$ cat src/rtl/efr_pkg.sv
// ----------------------------------------------------------------------------
// efr_pkg: shared types and constants of the escaped frame receiver
// Link control bytes, frame step encoding, status codes and the structs
// that pass between the unescape stage, the frame engine and the output buffer.
// ----------------------------------------------------------------------------
package efr_pkg;

  // Link control bytes
  localparam logic [7:0] BYTE_START = 8'hEB;
  localparam logic [7:0] BYTE_END   = 8'h30;
  localparam logic [7:0] BYTE_ESC   = 8'hEF;

  // Receive status codes
  localparam logic [1:0] ST_IDLE = 2'd0;
  localparam logic [1:0] ST_RECV = 2'd1;
  localparam logic [1:0] ST_ERR  = 2'd2;
  localparam logic [1:0] ST_DONE = 2'd3;

  // Frame step numbers as reported in error_stage
  localparam logic [2:0] STEP_NUM_WAIT = 3'd0;
  localparam logic [2:0] STEP_NUM_CMD  = 3'd1;
  localparam logic [2:0] STEP_NUM_LEN  = 3'd2;
  localparam logic [2:0] STEP_NUM_PAY  = 3'd3;
  localparam logic [2:0] STEP_NUM_CHK  = 3'd4;
  localparam logic [2:0] STEP_NUM_END  = 3'd5;

  // Frame steps, one-hot
  typedef enum logic [5:0] {
    STEP_WAIT = 6'b000001,
    STEP_CMD  = 6'b000010,
    STEP_LEN  = 6'b000100,
    STEP_PAY  = 6'b001000,
    STEP_CHK  = 6'b010000,
    STEP_END  = 6'b100000
  } step_t;

  // Unescaped view of one received byte
  typedef struct packed {
    logic       consumed;  // escape byte swallowed, no frame action
    logic       is_start;  // raw byte was the start byte
    logic [7:0] data;      // byte after unescaping
  } esc_t;

  // One result beat
  typedef struct packed {
    logic [1:0]  rx_status;
    logic [2:0]  error_stage;
    logic        frame_error;
    logic        frame_done;
    logic [7:0]  command_code;
    logic [15:0] payload_length;
    logic        payload_valid;
    logic [7:0]  payload_byte;
    logic [15:0] payload_index;
  } res_t;

  // Step number of a one-hot step
  function automatic logic [2:0] step_num(input step_t s);
    logic [2:0] n;
    n = STEP_NUM_WAIT;
    unique case (s)
      STEP_WAIT: n = STEP_NUM_WAIT;
      STEP_CMD:  n = STEP_NUM_CMD;
      STEP_LEN:  n = STEP_NUM_LEN;
      STEP_PAY:  n = STEP_NUM_PAY;
      STEP_CHK:  n = STEP_NUM_CHK;
      STEP_END:  n = STEP_NUM_END;
      default:   n = STEP_NUM_WAIT;
    endcase
    return n;
  endfunction

endpackage

$ cat src/rtl/efr_in_if.sv
// ----------------------------------------------------------------------------
// efr_in_if: received byte channel
// valid/ready handshake carrying one raw link byte per beat.
// ----------------------------------------------------------------------------
interface efr_in_if;
  logic       valid;
  logic       ready;
  logic [7:0] rx_byte;

  modport source (output valid, output rx_byte, input ready);
  modport sink   (input valid, input rx_byte, output ready);
endinterface

$ cat src/rtl/efr_out_if.sv
// ----------------------------------------------------------------------------
// efr_out_if: frame result channel
// valid/ready handshake carrying one result beat per received byte.
// ----------------------------------------------------------------------------
interface efr_out_if;
  logic        valid;
  logic        ready;
  logic [1:0]  rx_status;
  logic [2:0]  error_stage;
  logic        frame_error;
  logic        frame_done;
  logic [7:0]  command_code;
  logic [15:0] payload_length;
  logic        payload_valid;
  logic [7:0]  payload_byte;
  logic [15:0] payload_index;

  modport source (
    output valid, input ready,
    output rx_status, output error_stage, output frame_error, output frame_done,
    output command_code, output payload_length,
    output payload_valid, output payload_byte, output payload_index
  );
  modport sink (
    input valid, output ready,
    input rx_status, input error_stage, input frame_error, input frame_done,
    input command_code, input payload_length,
    input payload_valid, input payload_byte, input payload_index
  );
endinterface

$ cat src/rtl/efr_unescape.sv
// ----------------------------------------------------------------------------
// efr_unescape: escape removal
// Tracks the escape-pending flag and turns a raw byte into its unescaped
// value. The start byte is never unescaped and leaves the flag alone.
// ----------------------------------------------------------------------------
module efr_unescape (
  input  logic          clk,
  input  logic          rst,
  input  logic          fire,
  input  logic [7:0]    rx_byte,
  output efr_pkg::esc_t esc
);

  logic pending;
  logic pending_next;

  // Classify the byte and unescape
  always_comb begin
    esc.consumed = 1'b0;
    esc.is_start = 1'b0;
    esc.data     = rx_byte;
    pending_next = pending;
    priority if (rx_byte == efr_pkg::BYTE_START) begin
      esc.is_start = 1'b1;
    end else if (rx_byte == efr_pkg::BYTE_ESC && !pending) begin
      esc.consumed = 1'b1;
      pending_next = 1'b1;
    end else if (pending) begin
      esc.data     = rx_byte + efr_pkg::BYTE_ESC;  // wraps mod 256
      pending_next = 1'b0;
    end else begin
      // plain byte, passes through
      pending_next = pending;
    end
  end

  always_ff @(posedge clk) begin
    if (rst) begin
      pending <= 1'b0;
    end else if (fire) begin
      pending <= pending_next;
    end
  end

endmodule

$ cat src/rtl/efr_frame.sv
// ----------------------------------------------------------------------------
// efr_frame: frame step engine
// Walks start, command, length, payload, checksum and end steps, keeps the
// running 8-bit sum and builds the result beat for each accepted byte.
// ----------------------------------------------------------------------------
module efr_frame (
  input  logic          clk,
  input  logic          rst,
  input  logic          fire,
  input  efr_pkg::esc_t esc,
  output efr_pkg::res_t res
);

  efr_pkg::step_t step, step_next;
  logic [15:0]    cnt, cnt_next;
  logic [15:0]    len, len_next;
  logic [7:0]     cmd, cmd_next;
  logic [7:0]     sum, sum_next;
  logic [1:0]     status, status_next;
  logic [2:0]     failed, failed_next;

  efr_pkg::step_t cur;
  logic [15:0]    len_full;
  logic [15:0]    cnt_inc;

  assign len_full = len | {esc.data, 8'h00};
  assign cnt_inc  = cnt + 16'd1;

  // Next state and result for the current byte
  always_comb begin
    cur         = step;
    cnt_next    = cnt;
    len_next    = len;
    cmd_next    = cmd;
    sum_next    = sum;
    status_next = status;
    failed_next = failed;
    res.frame_error   = 1'b0;
    res.frame_done    = 1'b0;
    res.payload_valid = 1'b0;
    res.payload_byte  = 8'h00;
    res.payload_index = 16'h0000;

    // start byte mid-frame: error, then the same byte reopens a frame
    if (esc.is_start && step != efr_pkg::STEP_WAIT) begin
      failed_next     = efr_pkg::step_num(step);
      cur             = efr_pkg::STEP_WAIT;
      status_next     = efr_pkg::ST_ERR;
      res.frame_error = 1'b1;
    end

    step_next = cur;
    if (!esc.consumed) begin
      unique case (cur)
        efr_pkg::STEP_WAIT: begin
          if (esc.data == efr_pkg::BYTE_START) begin
            step_next   = efr_pkg::STEP_CMD;
            status_next = efr_pkg::ST_RECV;
            sum_next    = efr_pkg::BYTE_START;
          end
        end
        efr_pkg::STEP_CMD: begin
          cmd_next  = esc.data;
          sum_next  = sum + esc.data;
          step_next = efr_pkg::STEP_LEN;
          cnt_next  = 16'h0000;
        end
        efr_pkg::STEP_LEN: begin
          sum_next = sum + esc.data;
          if (cnt == 16'h0000) begin
            len_next = {8'h00, esc.data};
            cnt_next = 16'h0001;
          end else begin
            len_next  = len_full;
            cnt_next  = 16'h0000;
            step_next = (len_full == 16'h0000) ? efr_pkg::STEP_CHK : efr_pkg::STEP_PAY;
          end
        end
        efr_pkg::STEP_PAY: begin
          sum_next          = sum + esc.data;
          res.payload_valid = 1'b1;
          res.payload_byte  = esc.data;
          res.payload_index = cnt;
          cnt_next          = cnt_inc;
          if (cnt_inc >= len) begin
            step_next = efr_pkg::STEP_CHK;
          end
        end
        efr_pkg::STEP_CHK: begin
          if (sum == esc.data) begin
            step_next = efr_pkg::STEP_END;
          end else begin
            failed_next     = efr_pkg::STEP_NUM_CHK;
            step_next       = efr_pkg::STEP_WAIT;
            status_next     = efr_pkg::ST_ERR;
            res.frame_error = 1'b1;
          end
        end
        efr_pkg::STEP_END: begin
          if (esc.data == efr_pkg::BYTE_END) begin
            status_next    = efr_pkg::ST_DONE;
            step_next      = efr_pkg::STEP_WAIT;
            res.frame_done = 1'b1;
          end
        end
        default: begin
          step_next = cur;
        end
      endcase
    end

    res.rx_status      = status_next;
    res.error_stage    = failed_next;
    res.command_code   = cmd_next;
    res.payload_length = len_next;
  end

  always_ff @(posedge clk) begin
    if (rst) begin
      step   <= efr_pkg::STEP_WAIT;
      cnt    <= 16'h0000;
      len    <= 16'h0000;
      cmd    <= 8'h00;
      sum    <= 8'h00;
      status <= efr_pkg::ST_IDLE;
      failed <= efr_pkg::STEP_NUM_WAIT;
    end else if (fire) begin
      step   <= step_next;
      cnt    <= cnt_next;
      len    <= len_next;
      cmd    <= cmd_next;
      sum    <= sum_next;
      status <= status_next;
      failed <= failed_next;
    end
  end

`ifndef ASSERT_OFF
  // A byte never both fails and completes a frame
  a_err_done_excl: assert property (@(posedge clk) disable iff (rst)
    fire |-> !(res.frame_error && res.frame_done))
    else $error("frame_error and frame_done in the same beat");

  // A completed frame returns the engine to waiting for start
  a_done_to_wait: assert property (@(posedge clk) disable iff (rst)
    fire && res.frame_done |=> step == efr_pkg::STEP_WAIT && status == efr_pkg::ST_DONE)
    else $error("frame done but engine not back at wait");

  // Payload beats only while a frame is being received
  a_payload_recv: assert property (@(posedge clk) disable iff (rst)
    fire && res.payload_valid |-> status == efr_pkg::ST_RECV && step == efr_pkg::STEP_PAY)
    else $error("payload beat outside payload step");
`endif

endmodule

$ cat src/rtl/efr_obuf.sv
// ----------------------------------------------------------------------------
// efr_obuf: result output buffer
// Output register plus one skid entry, so the upstream ready is registered
// and a byte can be taken every cycle while the sink keeps up.
// ----------------------------------------------------------------------------
module efr_obuf (
  input  logic            clk,
  input  logic            rst,
  input  logic            in_valid,
  output logic            in_ready,
  input  efr_pkg::res_t   in_data,
  efr_out_if.source       out
);

  efr_pkg::res_t main_q;
  efr_pkg::res_t skid_q;
  logic          main_valid;
  logic          skid_valid;
  logic          in_fire;
  logic          out_fire;

  assign in_ready = !skid_valid;
  assign in_fire  = in_valid && in_ready;
  assign out_fire = main_valid && out.ready;

  // Control: main register drains first, skid catches a stalled beat
  always_ff @(posedge clk) begin
    if (rst) begin
      main_valid <= 1'b0;
      skid_valid <= 1'b0;
    end else if (out_fire || !main_valid) begin
      if (skid_valid) begin
        main_valid <= 1'b1;
        skid_valid <= 1'b0;
      end else begin
        main_valid <= in_fire;
      end
    end else if (in_fire) begin
      skid_valid <= 1'b1;
    end
  end

  // Payload
  always_ff @(posedge clk) begin
    if (out_fire || !main_valid) begin
      if (skid_valid) begin
        main_q <= skid_q;
      end else if (in_fire) begin
        main_q <= in_data;
      end
    end else if (in_fire) begin
      skid_q <= in_data;
    end
  end

  assign out.valid          = main_valid;
  assign out.rx_status      = main_q.rx_status;
  assign out.error_stage    = main_q.error_stage;
  assign out.frame_error    = main_q.frame_error;
  assign out.frame_done     = main_q.frame_done;
  assign out.command_code   = main_q.command_code;
  assign out.payload_length = main_q.payload_length;
  assign out.payload_valid  = main_q.payload_valid;
  assign out.payload_byte   = main_q.payload_byte;
  assign out.payload_index  = main_q.payload_index;

`ifndef ASSERT_OFF
  // The skid entry is only used behind a held output beat
  a_skid_behind_main: assert property (@(posedge clk) disable iff (rst)
    skid_valid |-> main_valid)
    else $error("skid entry filled with output register empty");

  // A beat taken while the output stalls lands in the skid entry
  a_stall_fills_skid: assert property (@(posedge clk) disable iff (rst)
    in_fire && main_valid && !out.ready |=> skid_valid && main_valid)
    else $error("stalled beat not held in skid entry");
`endif

endmodule

$ cat src/rtl/escaped_frame_receiver.sv
// ----------------------------------------------------------------------------
// escaped_frame_receiver: byte-stuffed frame receiver with additive checksum
// Removes escaping from the received byte stream, tracks the frame steps,
// checks the 8-bit sum and emits one result beat per received byte.
// ----------------------------------------------------------------------------
//   channel  dir  payload                                   beats
//   rx       in   rx_byte                                   one raw byte
//   result   out  status, error step, pulses, command,      one per rx beat
//                 length, payload byte and index
//
// Unescape and frame step update sit between the rx handshake and the output
// register, so a byte can enter every cycle while the result side keeps up.
// A result reaches the result channel from the output register, via the skid entry on a stall.
// Reset (rst, synchronous) returns the engine to waiting for start, idle.
// When result stalls, one more byte is taken into the skid entry, then rx
// ready drops until the held output beat is taken.
// ----------------------------------------------------------------------------
module escaped_frame_receiver (
  input  logic      clk,
  input  logic      rst,
  efr_in_if.sink    rx,
  efr_out_if.source result
);

  efr_pkg::esc_t esc;
  efr_pkg::res_t res;
  logic          fire;

  assign fire = rx.valid && rx.ready;

  efr_unescape u_unescape (
    .clk     (clk),
    .rst     (rst),
    .fire    (fire),
    .rx_byte (rx.rx_byte),
    .esc     (esc)
  );

  efr_frame u_frame (
    .clk  (clk),
    .rst  (rst),
    .fire (fire),
    .esc  (esc),
    .res  (res)
  );

  efr_obuf u_obuf (
    .clk      (clk),
    .rst      (rst),
    .in_valid (rx.valid),
    .in_ready (rx.ready),
    .in_data  (res),
    .out      (result)
  );

endmodule

$ cat src/flat_wrapper.sv
// flat-port wrapper written by rule: the top's interface ports become plain ports
module escaped_frame_receiver_flat 
  (clk, rst, rx_valid, rx_rx_byte, rx_ready, result_valid, result_ready, result_rx_status, result_error_stage, result_frame_error, result_frame_done, result_command_code, result_payload_length, result_payload_valid, result_payload_byte, result_payload_index);
  efr_in_if rx_i ();
  efr_out_if result_i ();
  input  logic clk;
  input  logic rst;
  input wire logic [$bits(rx_i.valid)-1:0] rx_valid;
  input wire logic [$bits(rx_i.rx_byte)-1:0] rx_rx_byte;
  output wire logic [$bits(rx_i.ready)-1:0] rx_ready;
  output wire logic [$bits(result_i.valid)-1:0] result_valid;
  input wire logic [$bits(result_i.ready)-1:0] result_ready;
  output wire logic [$bits(result_i.rx_status)-1:0] result_rx_status;
  output wire logic [$bits(result_i.error_stage)-1:0] result_error_stage;
  output wire logic [$bits(result_i.frame_error)-1:0] result_frame_error;
  output wire logic [$bits(result_i.frame_done)-1:0] result_frame_done;
  output wire logic [$bits(result_i.command_code)-1:0] result_command_code;
  output wire logic [$bits(result_i.payload_length)-1:0] result_payload_length;
  output wire logic [$bits(result_i.payload_valid)-1:0] result_payload_valid;
  output wire logic [$bits(result_i.payload_byte)-1:0] result_payload_byte;
  output wire logic [$bits(result_i.payload_index)-1:0] result_payload_index;
  assign rx_i.valid = rx_valid;
  assign rx_i.rx_byte = rx_rx_byte;
  assign rx_ready = rx_i.ready;
  assign result_valid = result_i.valid;
  assign result_i.ready = result_ready;
  assign result_rx_status = result_i.rx_status;
  assign result_error_stage = result_i.error_stage;
  assign result_frame_error = result_i.frame_error;
  assign result_frame_done = result_i.frame_done;
  assign result_command_code = result_i.command_code;
  assign result_payload_length = result_i.payload_length;
  assign result_payload_valid = result_i.payload_valid;
  assign result_payload_byte = result_i.payload_byte;
  assign result_payload_index = result_i.payload_index;
  escaped_frame_receiver u_core (.clk(clk), .rst(rst), .rx(rx_i), .result(result_i));
endmodule
$ cat config.mk
export PLATFORM = sky130hd
export DESIGN_NAME = escaped_frame_receiver_flat
export DESIGN_NICKNAME = d
export VERILOG_FILES = /design/src/rtl/efr_pkg.sv /design/src/rtl/efr_in_if.sv /design/src/rtl/efr_out_if.sv /design/src/rtl/efr_unescape.sv /design/src/rtl/efr_frame.sv /design/src/rtl/efr_obuf.sv /design/src/rtl/escaped_frame_receiver.sv /design/src/flat_wrapper.sv
export SDC_FILE = /design/constraint.sdc
export NUM_CORES = 1
export LEC_CHECK = 0
export BUFFER_PORTS_ARGS = -buffer_cell sky130_fd_sc_hd__clkbuf_2
export CAP_MARGIN = 10
export CORE_UTILIZATION = 40
export CTS_CLUSTER_DIAMETER = 120
export DETAILED_ROUTE_END_ITERATION = 8
export GPL_ROUTABILITY_DRIVEN = 0
export PLACE_DENSITY = 0.61
export SLEW_MARGIN = 20
export SYNTH_ARGS = -nofsm -noshare
export SYNTH_HDL_FRONTEND = slang
export SYNTH_HIERARCHICAL = 1
export SYNTH_SLANG_ARGS = --single-unit
$ cat constraint.sdc
create_clock -name clk -period 16 [get_ports clk]
set_input_delay 0.8 -clock clk [delete_from_list [all_inputs] [get_ports clk]]
set_output_delay 0.8 -clock clk [all_outputs]
set_load 0.005 [all_outputs]
==> flow_summary.ini <==
[status]
status = finished, final reports clean

[final_layout]
n_antenna_cell = 0
nNetsFinal = 871
areaGrowthSynthToFinish_pct = 10.7
final_cells = 1124
fillers = 2055
drive_gt1_share_pct = 24.1

[setup_path]
critical-path-max-stage-delay_ps = 630
r2r_cells = 10
cp_slowest_cell = xor2_1
cp_max_fo = 10
worst_setup_path_end_kind = flop
cpLargestDelayFamily = simple AND/OR/NAND/NOR gates
crit_type = in -> reg
cp_num_cells = 13
crit_chain = clkbuf_2 > inv_1 > ha_1 > or3b_1 > a21oi_1 > xor2_1 > ha_1 > nor4_1 > and3_1 > nor3_1 > a211oi_1 > inv_1 > mux2_4
crit_required_ps = 16180
cp-start-kind = primary input
arrival_ps = 4210
timing.critical_path.buf_inv = 3

[timing]
slew_viol_final = 0
slew_headroom_pct = 30.9
period_minus_slack_ps = 4030
finalHoldViolations = 0
skew_ps = 8.29
setup_viol = 0
worstMarginPinSlew_ps = 1040
finalSetupTns_ps = 0
period_share_pct = 25.2
fmax_mhz = 248
rsz0062_at_grt = no

[grt]
grt_max_degree = 58
grt_pass1_vias = 5757
grt-ovfl-total = 0
grt_usage_pct = 16.4
grt_pass1_wl_mm = 30.4
antenna_found_initial = 0

[route]
vias = 5983
totalWireLength_mm = 18.3
post_drt_wl_per_cell_um = 16.3
detail-route-antenna-nets = 0
drt_iter0_markers = 475
drt_pass1_iterations = 9
viasPerCell = 5.32
drc = 0

[synth]
synth_edf_count = 112
async_flop_share_pct = 0
ys_ff_latch = 174
yosys.area.top_type = edfxtp_1
avgSynthCellArea_um2 = 11.6
synth_top_area_share_pct = 37.0
yosysWarnings = 6
ys_seq_area_share_pct = 50.6
ys_types = 74
synth.most_common_cell = edfxtp_1
synth_area_mm2 = 0.00909
ys.flop_type = edfxtp_1
netlist_instances = 782
syn_nets = 822
synth_area_leaders = edfxtp_1 (37%), dfxtp_1 (14%), mux2_4 (9.2%)
synth_common_cells = edfxtp_1 (112), nor2_1 (69), dfxtp_1 (62)

[clocking]
cts_tree = built
post_cts_buffers = 0
post_cts_resized = 0
clock_latency_ps = 430
cts-buffers-inserted = 17
cts.path.max_buffers = 2
clk_pin_slew_worst_paths_ps = 70
cts_max_level = 4
cts_sinks = 174
hold_buffers = 0
cts-root-buf = clkbuf_16

[placed_design]
post-dp-hpwl_mm = 12.4
placed_cells = 1092
io_buffers = 69

[die]
fp.dieArea_mm2 = 0.0233
chipHeight_um = 153
initial_core_util_pct = 41.3
core_mm2 = 0.0220
die_w_um = 153
ioPinCount = 70
rows = 54

[pwr]
p_per_area_mw_per_mm2 = 92.5
p_leak_nw = 3.90
vdd_drop_max_v = 0.0000543

[min_path]
hold_depth = 2
hold_class = reg -> reg

[run]
cap_violations = 0
==> stage by stage <==
| stage | hold slack (ps) | utilization [%] | cell area [um2] | power, W | worst slack [ps] |
|---|---|---|---|---|---|
| floorplan | 450 | - | 9090 | 0.000541 | 10340 |
| global placement | 462 | 43.3 | 9530 | 0.000559 | 11650 |
| detailed placement | 468 | 43.3 | 9530 | 0.000560 | 11530 |
| CTS | 477 | 45.7 | 10100 | 0.000946 | 11980 |
| global route | 495 | 45.7 | 10100 | 0.000968 | 11770 |
| finish | 474 | 45.7 | 10100 | 0.000931 | 11970 |
==> power by group <==
| group | total [W] | switching [W] | internal [W] |
|---|---|---|---|
| clock network | 0.000382 | 0.000181 | 0.000201 |
| logic | 0.0000554 | 0.0000339 | 0.0000215 |
| registers | 0.000493 | 0.00000477 | 0.000489 |
| total | 0.000931 | 0.000220 | 0.000712 |
==> cells in the final DEF, fill, tap and decap left out, types with 20 or more instances in the layout <==
cell / n
o21ai_0: 28
ha_1: 27
nor3_1: 20
and2_1: 29
clkbuf_2: 69
nor2_1: 69
nand2_1: 30
inv_1: 34
mux2_4: 56
dfxtp_1: 61
a21oi_1: 50
edfxtp_1: 112
==> per-layer routing <==
layer | up-vias | wire length [um] | global-route usage [%]
met2 | 116 | 8610 | 26.7
met3 | 21 | 595 | 3.04
met4 | 0 | 268 | 6.83
met1 | 2892 | 8860 | 21.4
met5 | - | 0 | 0
li1 | 2954 | - | -
==> area by class of cell <==
| class | instances | area (um2) | area share [%] |
|---|---|---|---|
| flip-flops and latches | 174 | 4610 | 45.8 |
| inverters | 34 | 128 | 1.27 |
| clock buffers | 18 | 429 | 4.26 |
| repair buffers | 79 | 420 | 4.18 |
| clock inverters | 14 | 110 | 1.09 |
| multi-input cells | 525 | 4020 | 39.9 |
| well taps | 280 | 350 | 3.48 |
==> logic make-up after synthesis <==
kind of cell             synth area share (%)
XOR/XNOR                                 2.70
flip-flops                               50.6
AO/OA/AOI/OAI                            9.90
AND/OR/NAND/NOR                          15.2
adder cells (fa/ha/maj)                  3.94
buffers and inverters                    5.20
multiplexers                             12.5
==> state kept, by name, indices dropped and copies added (netlist names), 16 cells and up <==
signal / flops
u_core/u_frame/cnt: 16
u_core/u_frame/len: 16
u_core/u_obuf/out.payload_index: 16
u_core/u_obuf/out.payload_length: 16
u_core/u_obuf/skid_q: 56
==> worst paths after layout <==
check / start / to / slack, ps
setup reg to reg: u_core/u_unescape/pending / u_core/u_obuf/out.error_stage[2] / 12400
hold / removal: u_core/u_frame/status[0] / u_core/u_frame/status[0] / 470
setup / recovery: rx_rx_byte[0] / u_core/u_obuf/out.error_stage[2] / 11970
hold reg to reg: u_core/u_frame/status[0] / u_core/u_frame/status[0] / 470
==> tightest hold or removal path, delay by kind of cell (launching register included) <==
kind / cells / cell delay [ps]
AO/OA/AOI/OAI: 2 / 120
flip-flops: 1 / 310
Note: power is estimated with default switching activity, not from simulation.
